<file path="config.mk">
export PLATFORM = sky130hd
export DESIGN_NAME = ps2_mouse_packet_tracker
export DESIGN_NICKNAME = d
export VERILOG_FILES = /design/src/sv/ps2mt_pkg.sv /design/src/sv/ps2mt_fifo.sv /design/src/sv/ps2mt_front.sv /design/src/sv/ps2mt_back.sv /design/src/sv/ps2_mouse_packet_tracker.sv
export SDC_FILE = /design/constraint.sdc
export NUM_CORES = 1
export LEC_CHECK = 0
export BUFFER_PORTS_ARGS = -buffer_cell sky130_fd_sc_hd__buf_2
export CAP_MARGIN = 20
export CORE_MARGIN = 4
export CORE_UTILIZATION = 60
export DETAILED_ROUTE_END_ITERATION = 12
export PLACE_DENSITY = 0.8
export SETUP_SLACK_MARGIN = 0.5
export SLEW_MARGIN = 20
export SYNTH_ARGS = -nofsm -noshare
export SYNTH_HDL_FRONTEND = slang
export SYNTH_SLANG_ARGS = --single-unit
export TNS_END_PERCENT = 100
</file>
<file path="constraint.sdc">
create_clock -name clk -period 4.87 [get_ports clk]
set_clock_uncertainty 0.15 [all_clocks]
set_input_delay 0.7305 -clock clk [delete_from_list [all_inputs] [get_ports clk]]
set_output_delay 0.7305 -clock clk [all_outputs]
set_load 0.02 [all_outputs]
</file>
<file path="src/sv/ps2mt_pkg.sv">
// Shared types and constants for the ps2 mouse packet tracker.
// No dependencies.
`timescale 1ns / 1ps

package ps2mt_pkg;

  localparam int PktDepth = 2;
  localparam int ResDepth = 2;

  localparam int CoordW = 8;

  // register indexes on the write port
  localparam logic RegWidthLimit  = 1'b0;
  localparam logic RegHeightLimit = 1'b1;

  localparam logic [CoordW-1:0] WidthLimitReset  = 8'd80;
  localparam logic [CoordW-1:0] HeightLimitReset = 8'd24;

  // position of a byte inside the three-byte packet
  localparam logic [1:0] ByteButtons = 2'd0;
  localparam logic [1:0] ByteDx      = 2'd1;
  localparam logic [1:0] ByteDy      = 2'd2;

  typedef struct packed {
    logic       aux_ready;
    logic [7:0] data_byte;
  } in_item_t;

  typedef struct packed {
    logic [2:0] buttons;
    logic [7:0] dx;
    logic [7:0] dy;
  } pkt_t;

  typedef struct packed {
    logic [CoordW-1:0] old_x;
    logic [CoordW-1:0] old_y;
    logic [CoordW-1:0] new_x;
    logic [CoordW-1:0] new_y;
    logic [2:0]        button_bits;
    logic [2:0]        button_changed;
  } out_item_t;

  // status of a queue as seen by its neighbors
  typedef struct packed {
    logic full;
    logic empty;
  } q_status_t;

endpackage

</file>
<file path="src/sv/ps2mt_fifo.sv">
// Small synchronous queue used between front, back and the result port.
// Depends on ps2mt_pkg for the status struct.
`timescale 1ns / 1ps

module ps2mt_fifo #(
  parameter type item_t = logic [7:0],
  parameter int  DEPTH  = 2
) (
  input  logic                 clk,
  input  logic                 rst,
  input  logic                 wr,
  input  item_t                wdata,
  input  logic                 rd,
  output item_t                rdata,
  output ps2mt_pkg::q_status_t status
);

  localparam int AW = (DEPTH > 1) ? $clog2(DEPTH) : 1;
  localparam int CW = $clog2(DEPTH + 1);

  item_t         mem [DEPTH];
  logic [AW-1:0] wr_ptr;
  logic [AW-1:0] rd_ptr;
  logic [CW-1:0] count;
  logic          do_wr;
  logic          do_rd;

  assign status.full  = (count == CW'(DEPTH));
  assign status.empty = (count == '0);
  assign do_wr = wr && !status.full;
  assign do_rd = rd && !status.empty;
  assign rdata = mem[rd_ptr];

  always_ff @(posedge clk) begin
    if (do_wr) begin
      mem[wr_ptr] <= wdata;
    end
  end

  always_ff @(posedge clk) begin
    if (rst) begin
      wr_ptr <= '0;
      rd_ptr <= '0;
      count  <= '0;
    end else begin
      if (do_wr) begin
        wr_ptr <= (wr_ptr == AW'(DEPTH - 1)) ? '0 : wr_ptr + 1'b1;
      end
      if (do_rd) begin
        rd_ptr <= (rd_ptr == AW'(DEPTH - 1)) ? '0 : rd_ptr + 1'b1;
      end
      case ({do_wr, do_rd})
        2'b10:   count <= count + 1'b1;
        2'b01:   count <= count - 1'b1;
        default: count <= count;
      endcase
    end
  end

endmodule

</file>
<file path="src/sv/ps2mt_front.sv">
// Front end: takes controller reads, drops non-mouse bytes and gathers
// three-byte packets. Depends on ps2mt_pkg.
`timescale 1ns / 1ps

module ps2mt_front (
  input  logic                clk,
  input  logic                rst,
  input  logic                accept,
  input  ps2mt_pkg::in_item_t item,
  output logic                pkt_valid,
  output ps2mt_pkg::pkt_t     pkt
);

  logic [1:0] byte_index;
  logic [1:0] byte_index_next;
  logic [2:0] buttons;
  logic [7:0] dx;
  logic       take;

  assign take = accept && item.aux_ready;

  always_comb begin
    byte_index_next = byte_index;
    pkt_valid       = 1'b0;
    case (byte_index)
      ps2mt_pkg::ByteButtons: byte_index_next = ps2mt_pkg::ByteDx;
      ps2mt_pkg::ByteDx:      byte_index_next = ps2mt_pkg::ByteDy;
      ps2mt_pkg::ByteDy: begin
        byte_index_next = ps2mt_pkg::ByteButtons;
        pkt_valid       = take;
      end
      default:                byte_index_next = ps2mt_pkg::ByteDx; // acts as byte 0
    endcase
  end

  assign pkt.buttons = buttons;
  assign pkt.dx      = dx;
  assign pkt.dy      = item.data_byte;

  always_ff @(posedge clk) begin
    if (rst) begin
      byte_index <= ps2mt_pkg::ByteButtons;
    end else if (take) begin
      byte_index <= byte_index_next;
    end
  end

  // packet bytes: no reset, always written before use
  always_ff @(posedge clk) begin
    if (take) begin
      if (byte_index == ps2mt_pkg::ByteButtons || byte_index == 2'd3) begin
        buttons <= item.data_byte[2:0];
      end
      if (byte_index == ps2mt_pkg::ByteDx) begin
        dx <= item.data_byte;
      end
    end
  end

endmodule

</file>
<file path="src/sv/ps2mt_back.sv">
// Back end: applies one packet to the cursor with clamping and builds the
// result. Holds the limit registers. Depends on ps2mt_pkg.
`timescale 1ns / 1ps

module ps2mt_back (
  input  logic                 clk,
  input  logic                 rst,
  input  logic                 wr_en,
  input  logic                 wr_index,
  input  logic [7:0]           wr_data,
  input  logic                 pkt_avail,
  input  ps2mt_pkg::pkt_t      pkt,
  input  logic                 res_full,
  output logic                 pkt_take,
  output ps2mt_pkg::out_item_t res
);

  logic [ps2mt_pkg::CoordW-1:0] width_limit;
  logic [ps2mt_pkg::CoordW-1:0] height_limit;
  logic [ps2mt_pkg::CoordW-1:0] cursor_x;
  logic [ps2mt_pkg::CoordW-1:0] cursor_y;
  logic [2:0]                   last_buttons;

  logic signed [9:0] sum_x;
  logic signed [9:0] sum_y;
  logic [7:0]        top_x;
  logic [7:0]        top_y;
  logic [7:0]        new_x;
  logic [7:0]        new_y;

  assign pkt_take = pkt_avail && !res_full;

  // a limit of zero behaves as one
  assign top_x = (width_limit == '0) ? '0 : width_limit - 1'b1;
  assign top_y = (height_limit == '0) ? '0 : height_limit - 1'b1;

  assign sum_x = $signed({2'b00, cursor_x}) + 10'($signed(pkt.dx));
  assign sum_y = $signed({2'b00, cursor_y}) - 10'($signed(pkt.dy));

  always_comb begin
    if (sum_x < 0) begin
      new_x = '0;
    end else if (sum_x > $signed({2'b00, top_x})) begin
      new_x = top_x;
    end else begin
      new_x = sum_x[7:0];
    end
    if (sum_y < 0) begin
      new_y = '0;
    end else if (sum_y > $signed({2'b00, top_y})) begin
      new_y = top_y;
    end else begin
      new_y = sum_y[7:0];
    end
  end

  assign res.old_x          = cursor_x;
  assign res.old_y          = cursor_y;
  assign res.new_x          = new_x;
  assign res.new_y          = new_y;
  assign res.button_bits    = pkt.buttons;
  assign res.button_changed = pkt.buttons ^ last_buttons;

  always_ff @(posedge clk) begin
    if (rst) begin
      width_limit  <= ps2mt_pkg::WidthLimitReset;
      height_limit <= ps2mt_pkg::HeightLimitReset;
      cursor_x     <= '0;
      cursor_y     <= '0;
      last_buttons <= '0;
    end else begin
      if (wr_en) begin
        case (wr_index)
          ps2mt_pkg::RegWidthLimit:  width_limit  <= wr_data;
          ps2mt_pkg::RegHeightLimit: height_limit <= wr_data;
          default:                   width_limit  <= width_limit;
        endcase
      end
      if (pkt_take) begin
        cursor_x     <= new_x;
        cursor_y     <= new_y;
        last_buttons <= pkt.buttons;
      end
    end
  end

endmodule

</file>
<file path="src/sv/ps2_mouse_packet_tracker.sv">
// PS/2 mouse packet tracker: byte intake, cursor update, result queue.
// Depends on ps2mt_pkg, ps2mt_front, ps2mt_fifo and ps2mt_back.
//
// Input side: one controller read per request (aux_ready, data_byte), taken
// when push is high and full is low. Reads with aux_ready clear are dropped.
// Mouse bytes are gathered in threes; the third byte of a packet completes a
// packet that goes into a short packet queue.
// Back end: takes one packet per cycle while the result queue has room, moves
// the cursor (x plus byte 1, y minus byte 2, each clamped to 0..limit-1) and
// pushes one result request into the result queue. Results are read with empty/pop.
// A packet's third byte puts the packet into the packet queue as it is
// accepted; the back end then pushes its result into the result queue, where
// it shows with empty low. Throughput: one byte per cycle while full is low.
// Stalls: if pop is held low, the result queue fills, then the packet queue,
// and full rises; bytes are never dropped. The user must write limits on
// wr_en/wr_index/wr_data only while the block is idle; the block does not
// enforce this. Reset (rst, synchronous) clears the cursor, button history,
// packet phase and both queues, and sets the limits to 80 columns and 24 rows.
`timescale 1ns / 1ps

module ps2_mouse_packet_tracker #(
  parameter int PKT_DEPTH = ps2mt_pkg::PktDepth,
  parameter int RES_DEPTH = ps2mt_pkg::ResDepth
) (
  input  logic                 clk,
  input  logic                 rst,
  input  logic                 push,
  output logic                 full,
  input  ps2mt_pkg::in_item_t  in_data,
  output logic                 empty,
  input  logic                 pop,
  output ps2mt_pkg::out_item_t out_data,
  input  logic                 wr_en,
  input  logic                 wr_index,
  input  logic [7:0]           wr_data
);

  logic                 accept;
  logic                 pkt_valid;
  ps2mt_pkg::pkt_t      pkt_in;
  ps2mt_pkg::pkt_t      pkt_head;
  ps2mt_pkg::q_status_t pkt_status;
  ps2mt_pkg::q_status_t res_status;
  logic                 pkt_take;
  ps2mt_pkg::out_item_t res;

  assign accept = push && !full;
  assign full   = pkt_status.full;
  assign empty  = res_status.empty;

  ps2mt_front u_front (
    .clk       (clk),
    .rst       (rst),
    .accept    (accept),
    .item      (in_data),
    .pkt_valid (pkt_valid),
    .pkt       (pkt_in)
  );

  ps2mt_fifo #(
    .item_t (ps2mt_pkg::pkt_t),
    .DEPTH  (PKT_DEPTH)
  ) u_pkt_q (
    .clk    (clk),
    .rst    (rst),
    .wr     (pkt_valid),
    .wdata  (pkt_in),
    .rd     (pkt_take),
    .rdata  (pkt_head),
    .status (pkt_status)
  );

  ps2mt_back u_back (
    .clk       (clk),
    .rst       (rst),
    .wr_en     (wr_en),
    .wr_index  (wr_index),
    .wr_data   (wr_data),
    .pkt_avail (!pkt_status.empty),
    .pkt       (pkt_head),
    .res_full  (res_status.full),
    .pkt_take  (pkt_take),
    .res       (res)
  );

  ps2mt_fifo #(
    .item_t (ps2mt_pkg::out_item_t),
    .DEPTH  (RES_DEPTH)
  ) u_res_q (
    .clk    (clk),
    .rst    (rst),
    .wr     (pkt_take),
    .wdata  (res),
    .rd     (pop),
    .rdata  (out_data),
    .status (res_status)
  );

endmodule

</file>
After elaboration in Yosys (flattened, before gate mapping)
Memory sizes are Yosys's and may differ from the RTL's. A register that Yosys moved wholly into a read port is not among the register bits.
Cells that the tools add are included.
{"block": "classes", "addsub": 12, "bitwise_logic": 2, "mux": 22, "eq_ne": 9, "reduce_logical": 23, "order_cmp": 4}
{"operator": "8-bit two-way mux", "count": 6}
{"operator": "10-bit by 9-bit greater-than comparator with 1-bit output", "count": 2}
{"operator": "10-bit by 1-bit less-than comparator with 1-bit output, second input constant", "count": 2}
{"operator": "8-bit logical NOT", "count": 2}
{"operator": "8-bit by 1-bit subtractor with 8-bit output, second input constant", "count": 2}
{"operator": "1-bit two-way mux", "count": 13}
{"operator": "2-bit equality test, second input constant", "count": 6}
{"operator": "2-bit one-hot mux with 2 select lines", "count": 3}
{"operator": "9-bit by 8-bit adder with 10-bit output", "count": 1}
{"operator": "9-bit by 8-bit subtractor with 10-bit output", "count": 1}
{"operator": "2-bit AND reduction", "count": 4}
{"operator": "1-bit logical AND", "count": 7}
{"operator": "2-bit by 1-bit equality test with 1-bit output, second input constant", "count": 3}
{"operator": "2-bit logical NOT", "count": 3}
{"operator": "1-bit adder, second input constant", "count": 4}
{"operator": "2-bit by 1-bit adder with 2-bit output, second input constant", "count": 2}
{"operator": "1-bit logical NOT", "count": 4}
{"operator": "2-bit nonzero test", "count": 2}
{"operator": "2-bit by 1-bit subtractor with 2-bit output, second input constant", "count": 2}
{"operator": "3-bit XOR", "count": 1}
{"operator": "1-bit logical OR", "count": 1}
{"operator": "1-bit inverter", "count": 1}
{"block": "totals", "output_inout_bits": 40, "inputBits": 23, "ff_bits": 56, "memories": 2, "mem_bits_rw": 114}
{"memory": "u_res_q.mem", "words": 2, "word_bits": 38, "read_ports": 1, "rd_ports_with_merged_regs": 1, "write_ports": 1, "line_no": "ps2mt_fifo.sv:21", "rtl": "item_t mem [DEPTH];"}
{"memory": "u_pkt_q.mem", "words": 2, "word_bits": 19, "read_ports": 1, "rd_ports_with_merged_regs": 1, "write_ports": 1, "line_no": "ps2mt_fifo.sv:21"}

Depth between registers and ports, before layout
{"block": "logic_depth", "depth_word": 8, "ltp_mapped": 18}

Cells and area by module
From an unflattened synthesis, not the netlist that was laid out.
{"block": "hier_totals", "cells_unflattened": 659, "hier_area_um2": 8124.0}
{"mod": "ps2mt_back", "seq_area_each_um2": 700.7, "cells_each": 396, "area_each_um2": 3035.4, "instances": 1}
{"mod": "ps2mt_fifo at u_res_q", "seq_area_each_um2": 2382.3, "cells_each": 144, "area_each_um2": 2954.1, "instances": 1}
{"mod": "ps2mt_fifo at u_pkt_q", "seq_area_each_um2": 1241.2, "cells_each": 85, "area_each_um2": 1589.0, "instances": 1}
{"mod": "ps2mt_front", "seq_area_each_um2": 370.4, "cells_each": 32, "area_each_um2": 528.0, "instances": 1}
{"mod": "ps2_mouse_packet_tracker", "seq_area_each_um2": 0.0, "cells_each": 2, "area_each_um2": 17.5, "instances": 1}

Worst setup path before layout
Ideal clock, no wire load.
{"block": "synth_timing", "path_type": "reg-to-reg", "from": "reg (tool-made name)", "to": "mem u_res_q.mem[0][16] (netlist name) (data pin)", "period_less_slack_ps": 4287, "t_arrival_ps": 3850, "slack_ps": 583, "stages_incl_launch_ff": 19, "required_time_ps": 4434, "path_cell_list": "dfxtp_1 > buf_4 > buf_1 > mux2_2 > ha_1 > o21a_1 > or2_2 > nand2_1 > xnor2_1 > inv_1 > ha_1 > a211oi_1 > o21ai_0 > o211a_1 > clkbuf_1 > nor3_1 > a21oi_1 > o21ai_0 > nor3_1"}
{"element": "end: declaration", "line_no": "ps2mt_fifo.sv:21"}

==> flow_metrics.py <==
metrics = {
    "floorplan": {
        "start_util": 0.619,
        "core_area_um2": 13400,
        "ios": 63,
        "dieHeight_um": 126,
        "std_cell_rows": 42,
        "dieArea_um2": 15800,
        "fp.dieW_um": 126,
    },
    "place": {
        "port_buffers": 62,
        "place_congestion": 0.928,
        "dp_hpwl_mm": 12.5,
        "place_area_um2": 8800,
    },
    "clocking": {
        "htreeDepth": 4,
        "hold_buffers": 0,
        "clock_latency_ps": 430,
        "cts_sinks": 172,
        "path_clk_slew_ps": 60,
        "cts-root-buf": "clkbuf_16",
        "cts_tree": "built",
        "cts_inserted_buffers": 17,
        "cts.path.max_buffers": 2,
    },
    "critical_path": {
        "critical_path.most_common_cell": "nor2_1",
        "cp_slowest_stage_delay_ps": 400,
        "ff2ff_path_depth": 17,
        "setup.worst_path.start_class": "flop",
        "path_cells": "mux2_2, ha_2, fa_2, a211oi_4, nor2_1, o21a_1, o31a_1, ha_1, nand2_1, or3_4, o211a_4, buf_2, buf_4, nor2_1, mux2i_1, nor2_1, nor3_1",
        "cp_top_family": "compound AO/OA/AOI/OAI gates",
        "crit_fanout": 7,
        "crit_arrival_ps": 4260,
        "crit_required_ps": 4850,
        "r2r_end": "u_res_q.mem[0][16]$_DFFE_PP_",
        "r2r_setup_slack_ps": 590,
        "timing.critical_path.buf_inv": 2,
        "cpMaxStageDelayCell": "fa_2",
        "critical_path_class": "reg -> reg",
        "end_kind": "flop",
    },
    "worst_hold_path": {
        "holdPathStages": 0,
        "whs_endpoint": "u_pkt_q.mem[1][16]$_DFFE_PP_",
        "hp-start": "u_front.buttons[0]$_DFFE_PP_",
        "min_path_type": "reg -> reg",
    },
    "outcome": {
        "outcome": "finished, final reports clean",
    },
    "global_route": {
        "grt_max_degree": 39,
        "grt_pass1_wl_mm": 29.3,
        "grt_overflow_total": 0,
        "antenna_found_initial": 0,
        "track_usage": 0.235,
        "grt_pass1_vias": 5804,
    },
    "timing": {
        "slew_headroom": 0.306,
        "period_share": 0.879,
        "drv_slew": 0,
        "fin_hold_ws_ps": 298,
        "rsz0062_at_grt": "no",
        "setup_viol": 0,
        "fin_crit_ps": 4280,
        "fmax_mhz": 234,
        "hold_viol": 0,
        "worstMarginPinSlew_ps": 1040,
        "setup_tns_ps": 0,
    },
    "logic_synthesis": {
        "synth_top_area_share": 0.452,
        "synth_cell_types": 62,
        "postSynthCellCount": 699,
        "synth_area_leader_cell": "edfxtp_1",
        "ys_async_sr_fraction": 0,
        "synth_xor_area_frac": 0.0306,
        "synth_ff_type": "edfxtp_1",
        "syn-cell-area_um2": 8300,
        "ys_seq_area_frac": 0.566,
        "synth_top_family_by_area": "simple AND/OR/NAND/NOR gates",
        "synth_edf_count": 125,
        "synth-simple-area-share": 0.127,
        "synth_seq_cells": 172,
        "avgSynthCellArea_um2": 11.9,
        "yosys.cell_count.top_type": "edfxtp_1",
        "synth_common_cells": "edfxtp_1, nand2_1, nor2_1",
        "ys_warn_count": 0,
        "synth_nets": 768,
        "synthTopCellsByArea": "edfxtp_1, dfxtp_1, mux2_2, ha_1, nand2_1",
        "synthAdderAreaFrac": 0.0712,
        "synth_compound_area_frac": 0.0955,
        "synthMuxAreaShare": 0.0861,
    },
    "route": {
        "drc_errors": 0,
        "dr.pass1.iters": 5,
        "drtAntennaViolNets": 0,
        "viasPerCell": 5.90,
        "wl_per_cell_um": 18.7,
        "wl_mm": 18.0,
        "drt_iter0_drc": 398,
        "vias": 5680,
    },
    "final_layout": {
        "fin_util": 0.710,
        "multi_input_area_um2": 3500,
        "n_antenna_cell": 0,
        "final_cell_area_um2": 9520,
        "regArea_um2": 4700,
        "num-fill-cells": 929,
        "area_growth_pct": 14.8,
        "fin_nets": 842,
        "drive_gt1_frac": 0.225,
    },
    "power": {
        "p_per_area_nw_per_um2": 544,
        "leakage_nw": 3.60,
        "p_total_w": 0.00518,
        "vdd_drop_max_mv": 0.345,
    },
    "job": {
        "cap_viol_max_count": 0,
    },
}
[layout make-up]
type                       count  area share
tap                          176      0.0231
sequential                   172       0.493
clock inverter                11      0.0142
clock buffer                  21      0.0473
timing repair buffer          74      0.0431
multi-input combinational    479       0.367
inverter                      29      0.0114
[where the power goes]
group	internal [W]	switching, W	leakage (nW)
combinational	0.000751	0.00114	1.79
sequential	0.00183	0.000132	1.52
clock	0.000778	0.000554	0.285
total	0.00336	0.00182	3.60
[cell families (layout without fill, tap and decap cells)]
kind of cell / after synthesis / after routing
AOI/OAI and AO/OA: 119 / 119
xor gates and xnor gates: 29 / 29
adders and majority gates: 46 / 46
buffers and inverters: 48 / 135
DFF: 172 / 172
muxes: 65 / 65
and+or+nand+nor: 220 / 220
[sequential cells by signal, indices dropped and copies added (netlist names), 2 cells and up, named ones only]
register	flops
u_res_q.mem	76
u_pkt_q.mem	38
u_back.cursor_x	8
u_back.cursor_y	8
u_back.height_limit	8
u_back.width_limit	8
u_front.dx	8
u_back.last_buttons	3
u_front.buttons	3
u_front.byte_index	2
u_pkt_q.count	2
u_res_q.count	2
[through the flow]
| stage | worst slack, ps | cells |
|---|---|---|
| 6_report | 589 | 962 |
| 3_3_place_gp | 486 | 924 |
| 3_5_place_dp | 373 | 924 |
| 2_1_floorplan | 583 | 699 |
| 5_1_grt | 454 | 962 |
| 4_1_cts | 513 | 957 |
[worst reg2reg max path: cells and delay by family, from the launching register on]
family / cells / cell delay, ps
buffers and inverters: 2 / 310
AND/OR/NAND/NOR: 6 / 890
adder cells (fa/ha/maj): 3 / 930
AO/OA/AOI/OAI: 4 / 950
flip-flops: 1 / 360
multiplexers: 2 / 420
[layout by cell type (no fill, tap or decap), types with 3 or more instances in the layout]
cell and instances:
xor2_1 14, o21ai_1 7, o21a_1 8, inv_1 29
o31ai_1 5, nor3_1 22, mux2i_1 14, nand2_1 64
dfxtp_1 45, and2_1 9, or2_2 3, buf_2 63
edfxtp_1 125, o21ai_0 14, a311oi_1 3, ha_1 40
o211ai_1 6, xnor2_1 14, nand3_1 11, clkbuf_1 3
nor3b_1 3, nand4_1 4, buf_4 10, clkinv_4 3
nand2b_1 8, a211oi_1 5, or3_1 6, clkbuf_16 17
nand3b_1 8, nor2_1 62, a21oi_1 39, a211o_1 4
mux2_2 51, a21o_1 4, nor2b_1 6
[worst max path at each step]
stage | from | to | slack, ps | cells after the start
floorplan | flop | u_res_q.mem[0][16]$_DFFE_PP_ | 580 | 18
global placement | flop | u_res_q.mem[0][21]$_DFFE_PP_ | 490 | 15
detailed placement | flop | u_res_q.mem[1][21]$_DFFE_PP_ | 370 | 15
CTS | flop | u_res_q.mem[1][21]$_DFFE_PP_ | 510 | 15
global route | flop | u_res_q.mem[1][16]$_DFFE_PP_ | 450 | 17
finish | flop | u_res_q.mem[0][16]$_DFFE_PP_ | 590 | 17
[metal layers]
layer,wire length (um),track usage,vias to the layer above
li1,-,-,2700
met1,7430,0.293,2770
met2,9170,0.404,169
met3,820,0.0392,41
met4,580,0.103,0
met5,0,0,-
[timing repair]
action / CTS / global route
endpoints found under the setup margin: 15 / 30
pin swaps: 2 / 6
gates resized for setup: 4 / 16
buffers inserted: 1 / 5
(Power assumes the default switching activity.)
